File: src/vts_pkg.sv
// Shared types, constants and the blend function of the volume trilinear sampler.
package vts_pkg;

   localparam int FRAC_BITS = 16;
   localparam int VAL_W     = 24;
   localparam int CRD_W     = 18;
   localparam int N_W       = 6;
   localparam int ZY_W      = 12;
   localparam int IDX_W     = 18;
   localparam int CNT_W     = 16;
   localparam int CSR_IDX_W = 3;
   localparam int POS_W     = FRAC_BITS + 1 + N_W;
   localparam int NCORNER   = 8;

   typedef enum logic {
      OP_WRITE  = 1'b0,
      OP_SAMPLE = 1'b1
   } op_type;

   typedef enum logic [CSR_IDX_W-1:0] {
      REG_SIZE_X = 3'd0,
      REG_SIZE_Y = 3'd1,
      REG_SIZE_Z = 3'd2,
      REG_COUNT  = 3'd3
   } reg_idx_type;

   typedef struct packed {
      logic [N_W-1:0]   nx;
      logic [N_W-1:0]   ny;
      logic [N_W-1:0]   nz;
      logic [CNT_W-1:0] cnt;
      logic             empty;
   } cfg_type;

   typedef struct packed {
      logic                 valid;
      logic                 empty;
      logic [NCORNER-1:0]   ok;
      logic [FRAC_BITS-1:0] tx;
      logic [FRAC_BITS-1:0] ty;
      logic [FRAC_BITS-1:0] tz;
   } smp_type;

   function automatic logic [VAL_W-1:0] blend(input logic [VAL_W-1:0] a,
                                              input logic [VAL_W-1:0] b,
                                              input logic [FRAC_BITS-1:0] t);
      logic                       up;
      logic [VAL_W-1:0]           d;
      logic [VAL_W+FRAC_BITS-1:0] p;
      up = (b >= a);
      d  = up ? (b - a) : (a - b);
      p  = (VAL_W+FRAC_BITS)'(d) * (VAL_W+FRAC_BITS)'(t);
      return up ? (a + p[VAL_W+FRAC_BITS-1:FRAC_BITS]) : (a - p[VAL_W+FRAC_BITS-1:FRAC_BITS]);
   endfunction

endpackage

File: src/vts_addr.sv
// Coordinate clamp and scale, corner index generation, voxel write issue.
module vts_addr import vts_pkg::*; #(
   parameter int MAX_VOXELS = 32768,
   parameter int AW         = 15
) (
   input  logic                 clock,
   input  logic                 reset,
   input  logic                 adv,
   input  logic                 in_valid,
   input  logic                 in_op,
   input  logic [14:0]          in_index,
   input  logic [VAL_W-1:0]     in_value,
   input  logic [CRD_W-1:0]     in_u,
   input  logic [CRD_W-1:0]     in_v,
   input  logic [CRD_W-1:0]     in_w,
   input  cfg_type              cfg,
   output logic                 wr_en,
   output logic [AW-1:0]        wr_addr,
   output logic [VAL_W-1:0]     wr_data,
   output logic [AW-1:0]        rd_addr [NCORNER],
   output smp_type              smp_ff
);

   logic                 s1_valid_ff, s1_write_ff, s1_empty_ff;
   logic [14:0]          s1_index_ff;
   logic [VAL_W-1:0]     s1_value_ff;
   logic [POS_W-1:0]     s1_px_ff, s1_py_ff, s1_pz_ff;

   logic                 s2_valid_ff, s2_write_ff, s2_empty_ff;
   logic [14:0]          s2_index_ff;
   logic [VAL_W-1:0]     s2_value_ff;
   logic [N_W-1:0]       s2_x_ff [2];
   logic [ZY_W-1:0]      s2_zy_ff [4];
   logic [FRAC_BITS-1:0] s2_tx_ff, s2_ty_ff, s2_tz_ff;

   logic [FRAC_BITS:0]   cu, cv, cw;
   logic [N_W-1:0]       nxm1, nym1, nzm1;
   logic [N_W-1:0]       x0, y0, z0, x1, y1, z1;
   logic [N_W-1:0]       yy [2];
   logic [N_W-1:0]       zz [2];
   logic [ZY_W-1:0]      zy_in [4];
   logic [IDX_W-1:0]     idx [NCORNER];
   logic [31:0]          idx32 [NCORNER];
   logic [31:0]          widx32;
   smp_type              smp_in;

   function automatic logic [FRAC_BITS:0] clamp(input logic [CRD_W-1:0] c);
      if (c[CRD_W-1]) begin
         return '0;
      end
      if (c[CRD_W-2:0] > (CRD_W-1)'(1 << FRAC_BITS)) begin
         return (FRAC_BITS+1)'(1 << FRAC_BITS);
      end
      return c[FRAC_BITS:0];
   endfunction

   assign nxm1 = cfg.nx - 1'b1;
   assign nym1 = cfg.ny - 1'b1;
   assign nzm1 = cfg.nz - 1'b1;
   assign cu = clamp(in_u);
   assign cv = clamp(in_v);
   assign cw = clamp(in_w);

   always_ff @(posedge clock) begin
      if (reset) begin
         s1_valid_ff <= 1'b0;
         s2_valid_ff <= 1'b0;
         smp_ff.valid <= 1'b0;
      end else if (adv) begin
         s1_valid_ff <= in_valid;
         s2_valid_ff <= s1_valid_ff;
         smp_ff.valid <= smp_in.valid;
      end
      if (adv) begin
         s1_write_ff <= (op_type'(in_op) == OP_WRITE);
         s1_empty_ff <= cfg.empty;
         s1_index_ff <= in_index;
         s1_value_ff <= in_value;
         s1_px_ff    <= POS_W'(cu) * POS_W'(nxm1);
         s1_py_ff    <= POS_W'(cv) * POS_W'(nym1);
         s1_pz_ff    <= POS_W'(cw) * POS_W'(nzm1);
         s2_write_ff <= s1_write_ff;
         s2_empty_ff <= s1_empty_ff;
         s2_index_ff <= s1_index_ff;
         s2_value_ff <= s1_value_ff;
         s2_x_ff[0]  <= x0;
         s2_x_ff[1]  <= x1;
         s2_zy_ff    <= zy_in;
         s2_tx_ff    <= s1_px_ff[FRAC_BITS-1:0];
         s2_ty_ff    <= s1_py_ff[FRAC_BITS-1:0];
         s2_tz_ff    <= s1_pz_ff[FRAC_BITS-1:0];
         smp_ff.empty <= smp_in.empty;
         smp_ff.ok    <= smp_in.ok;
         smp_ff.tx    <= smp_in.tx;
         smp_ff.ty    <= smp_in.ty;
         smp_ff.tz    <= smp_in.tz;
      end
   end

   always_comb begin
      x0 = s1_px_ff[FRAC_BITS+N_W-1:FRAC_BITS];
      y0 = s1_py_ff[FRAC_BITS+N_W-1:FRAC_BITS];
      z0 = s1_pz_ff[FRAC_BITS+N_W-1:FRAC_BITS];
      x1 = ((x0 + 1'b1) < nxm1) ? (x0 + 1'b1) : nxm1;
      y1 = ((y0 + 1'b1) < nym1) ? (y0 + 1'b1) : nym1;
      z1 = ((z0 + 1'b1) < nzm1) ? (z0 + 1'b1) : nzm1;
      yy[0] = y0;
      yy[1] = y1;
      zz[0] = z0;
      zz[1] = z1;
      for (int j = 0; j < 4; j++) begin
         zy_in[j] = ZY_W'(zz[j>>1]) * ZY_W'(cfg.ny) + ZY_W'(yy[j&1]);
      end
   end

   always_comb begin
      smp_in.valid = s2_valid_ff && !s2_write_ff;
      smp_in.empty = s2_empty_ff;
      smp_in.tx    = s2_tx_ff;
      smp_in.ty    = s2_ty_ff;
      smp_in.tz    = s2_tz_ff;
      for (int k = 0; k < NCORNER; k++) begin
         idx[k]   = IDX_W'(s2_zy_ff[k>>1]) * IDX_W'(cfg.nx) + IDX_W'(s2_x_ff[k&1]);
         idx32[k] = 32'(idx[k]);
         smp_in.ok[k] = (idx32[k] < 32'(MAX_VOXELS)) && (idx[k] < IDX_W'(cfg.cnt));
         rd_addr[k]   = idx32[k][AW-1:0];
      end
      widx32  = 32'(s2_index_ff);
      wr_en   = adv && s2_valid_ff && s2_write_ff && (widx32 < 32'(MAX_VOXELS));
      wr_addr = widx32[AW-1:0];
      wr_data = s2_value_ff;
   end

endmodule

File: config.mk
export PLATFORM = sky130hd
export DESIGN_NAME = vts_addr
export DESIGN_NICKNAME = d
export VERILOG_FILES = /design/src/vts_pkg.sv /design/src/vts_addr.sv
export SDC_FILE = /design/constraint.sdc
export NUM_CORES = 2
export LEC_CHECK = 0
export ABC_AREA = 1
export BUFFER_PORTS_ARGS = -buffer_cell sky130_fd_sc_hd__buf_4
export CAP_MARGIN = 20
export CELL_PAD_IN_SITES_DETAIL_PLACEMENT = 0
export CELL_PAD_IN_SITES_GLOBAL_PLACEMENT = 1
export CORE_MARGIN = 2
export CORE_UTILIZATION = 50
export DETAILED_ROUTE_END_ITERATION = 10
export PLACE_DENSITY_LB_ADDON = 0.1
export SYNTH_ARGS = -nofsm -noshare
export SYNTH_HDL_FRONTEND = slang
export SYNTH_SLANG_ARGS = --single-unit
File: constraint.sdc
create_clock -name clock -period 8.4 [get_ports clock]
set_clock_uncertainty 0.05 [all_clocks]
set_input_delay 0.42 -clock clock [delete_from_list [all_inputs] [get_ports clock]]
set_output_delay 0.42 -clock clock [all_outputs]
set_load 0.01 [all_outputs]
==> summary.md <==
| Metric | Value |
|---|---|
| R2r endpoint | s2_zy_ff[22]$_DFFE_PP_ |
| Met3 usage | 0.02464 |
| Grt peak-use layer | met2 |
| Minimum clock period | approximately 6.4 ns |
| Synth Cell Area | 39770 um^2 |
| Area delta synth->final | 13.69% |
| Required time worst endpoint | between 8 and 9 ns |
| Core ar. | 78870 um^2 |
| CP Class | reg2reg |
| Die Wd | between 200 and 300 um |
| Synth warnings | 0 |
| Outcome | complete, no violations |
| Count of cell types in the netlist | 49 |
| CTS sink cnt | approximately 320 |
| Worst hold path type | in2reg |
| Synth async-reset ratio | 0 |
| RSZ-0062 raised after global routing | no |
| Final wirelength | 103600 um |
| Drt first-iter violations | ~1900 |
| Worst-Margin Slew | 1.028 ns |
| Gr ovfl total | 0 |
| Most used DFF post-synth | edfxtp_1 |
| Pin count of the biggest net entering global routing | 170 |
| Worst rel slew slack | 0.3147 |
| R2r setup slk | 2.04 ns |
| CP Max Fanout | 11 |
| Placement Rows | 103 |
| Largest cells by area after synthesis | edfxtp_1, fa_1, ha_1 |
| Initial Utilization | 0.5042 |
| Via-per-instance ratio | 5.021 |
| Setup Viol. Count Final | 0 |
| Mapped Nets | 5907 |
| H-tree levels | 2 |
| Most numerous cell in the Yosys netlist | nand2_1 |
| HPWL after DPL | 84980 um |
| # IOs | 351 |
| CP endpoint kind | flop |
| Remaining DRCs | 0 |
| Synth top cells by count | nand2_1, inv_1, ha_1, fa_1, edfxtp_1 |
| Clk_lat worst skew | 0.58 ns |
| Global-route usage over all layers | 0.2559 |
| Register area share after synthesis | 0.2379 |
| Cell taking the most area after synthesis | edfxtp_1 |
| FMAX | roughly 0.16 GHz |
| Final ANT Viol Nets | 0 |
| Worst endpoint data arrival time | 6.61 ns |
| Gpl congestion | ~0.9 |
| I/O Buffers | 350 |
| Post-synth EDFFs | 313 |
| Reg2Reg Depth | 25 |
| Synthesized area per cell | ~8.1 um^2 |
| Clock Tree Buf Depth | 3 |
| Hold path depth | 3 |
| Height of the die | 286.0 um |
| Clock Root Buffer | clkbuf_16 |
| Hold_sp | in_valid |
| Critical path startpoint category | flop |
| GR Util met2 | 0.4291 |
| Layout cells sized above 1 | 0.09116 |
| Pre-antenna DRT Iters | 7 |
| Worst-path clk slew | 0.06 ns |
| DR WL/cell | 16.23 um |
| Final #Nets | 6273 |
| Antenna violations before repair | 0 |
| Vias in the first global route | 31820 |
| Number of register bits inferred by synthesis | 316 |
| Total negative slack | 0 ns |
| Global-route wire length before repair | 167700 um |
| Final Max Tran Viols | 0 |
| Final worst path period share | 0.7574 |
| Post-synthesis cell count | ~5000 |
| Yosys top cell area share | 0.2363 |
| Ant diodes | 0 |
| Final hold vios | 0 |
| TritonCTS buffer count | 36 |
| MaxCap Viol Count | 0 |
| Vias | ~32000 |
| Post-CTS sizing | 0 |
| Worst flop-to-flop path startpoint | s1_pz_ff[18]$_DFFE_PP_ |
| Hold Path Sink | s1_valid_ff$_SDFFE_PP0P_ |
| Die Area | 81810 um^2 |
| Met1 Use GR | 0.3514 |
| TritonCTS clock tree | built |
## registers in the layout, summed over array words and instances, names as in the netlist, 16 cells and up
name	cells
smp_ff	58
s2_zy_ff	48
s1_value_ff	24
wr_data	24
s1_px_ff	22
s1_py_ff	22
s1_pz_ff	22
s2_tx_ff	16
s2_ty_ff	16
s2_tz_ff	16
## what timing repair did
action | in CTS | in global routing
setup buffers | 0 | 0
hold endpoints to repair | 44 | 0
setup endpoints to repair | 0 | 0
hold buffers | 42 | 0
## kinds of logic (layout without fill, tap and decap cells)
logic type,after synthesis,after routing,share of synthesized area
compound gates,375,375,0.05283
xor+xnor,237,237,0.05257
fa+ha+maj,837,837,0.3370
buf+inv,1234,1628,0.1167
flops,316,316,0.2379
simple gates,1938,1938,0.2031
## metrics by stage
stage / area, um^2 / setup slack (ns) / hold WS (ns) / cells / util
4_1_cts: 45210 / 2.032 / 0.01610 / 6381 / 0.5732
6_report: 45210 / 2.038 / 0.04681 / 6381 / 0.5732
2_1_floorplan: 39770 / 2.517 / 0.3503 / 4937 / -
3_3_place_gp: 43530 / 1.691 / 0.3504 / 6273 / 0.5519
5_1_grt: 45210 / 1.519 / 0.02948 / 6381 / 0.5732
3_5_place_dp: 43530 / 1.531 / 0.3545 / 6273 / 0.5519
## cell type report
| class | instances | area, um^2 |
|---|---|---|
| Clock buffer | 50 | 953.4 |
| Clock inverter | 16 | 305.3 |
| Fill cell | 7368 | 33660 |
| Inverter | 1158 | 4347 |
| Multi-Input combinational cell | 3387 | 25670 |
| Sequential cell | 316 | 9459 |
| Tap cell | 1050 | 1314 |
| Timing Repair Buffer | 404 | 3158 |
## metal layers
layer	share of wire	vias to the layer above
met5	0	-
met4	0.031	0
met3	0.044	143
met2	0.46	720
met1	0.46	15120
li1	-	16060
## worst max-delay path by stage
stage | to | startpoint | slack (ns) | cells past startpoint
final | s2_zy_ff[22]$_DFFE_PP_ | s1_pz_ff[18]$_DFFE_PP_ | 2.04 | 25
after global routing | s2_zy_ff[23]$_DFFE_PP_ | s1_pz_ff[18]$_DFFE_PP_ | 1.52 | 26
after CTS | s2_zy_ff[22]$_DFFE_PP_ | s1_pz_ff[18]$_DFFE_PP_ | 2.03 | 25
after detailed placement | s2_zy_ff[22]$_DFFE_PP_ | cfg[17] | 1.53 | 26
after global placement | s2_zy_ff[22]$_DFFE_PP_ | cfg[17] | 1.69 | 26
after floorplan | s2_zy_ff[10]$_DFFE_PP_ | cfg[17] | 2.52 | 29
## cell usage in the layout (no fill, tap or decap), types with 6 or more instances in the layout
master,instances
nand3b_1,14
edfxtp_1,313
xnor2_1,63
nor4_1,17
a21oi_1,202
o21a_1,14
xor2_1,172
dlygate4sd3_1,42
a21o_1,13
inv_2,14
nor2_2,18
a31oi_1,14
nor2_4,8
nand2_2,17
nand2_1,1280
buf_4,360
inv_1,1143
and2_1,6
o21ai_0,82
clkbuf_16,36
o211ai_1,8
nand3_1,184
nor3_1,64
a211oi_1,10
ha_1,447
nand4_1,67
fa_1,390
nor2_1,248
clkbuf_1,14
## critical path: stages, from the launching register on
cell	delay [ns]
edfxtp_1	0.62
nand3_1	0.17
nand3b_1	0.20
xor2_1	0.15
inv_1	0.08
ha_1	0.29
a21oi_1	0.17
o21a_1	0.14
nand2_1	0.20
o21ai_0	0.58
nor2_1	0.11
fa_1	0.51
inv_1	0.05
fa_1	0.47
fa_1	0.54
inv_1	0.04
ha_1	0.34
nand2_1	0.06
o21ai_0	0.37
a21oi_1	0.12
o21bai_1	0.17
xor2_1	0.20
inv_1	0.11
nor2_1	0.13
nand2_1	0.08
xor2_1	0.14
Power is left out: the tool's default activity adds up to more than one toggle a clock period on the data nets, which glitch-free logic cannot reach.
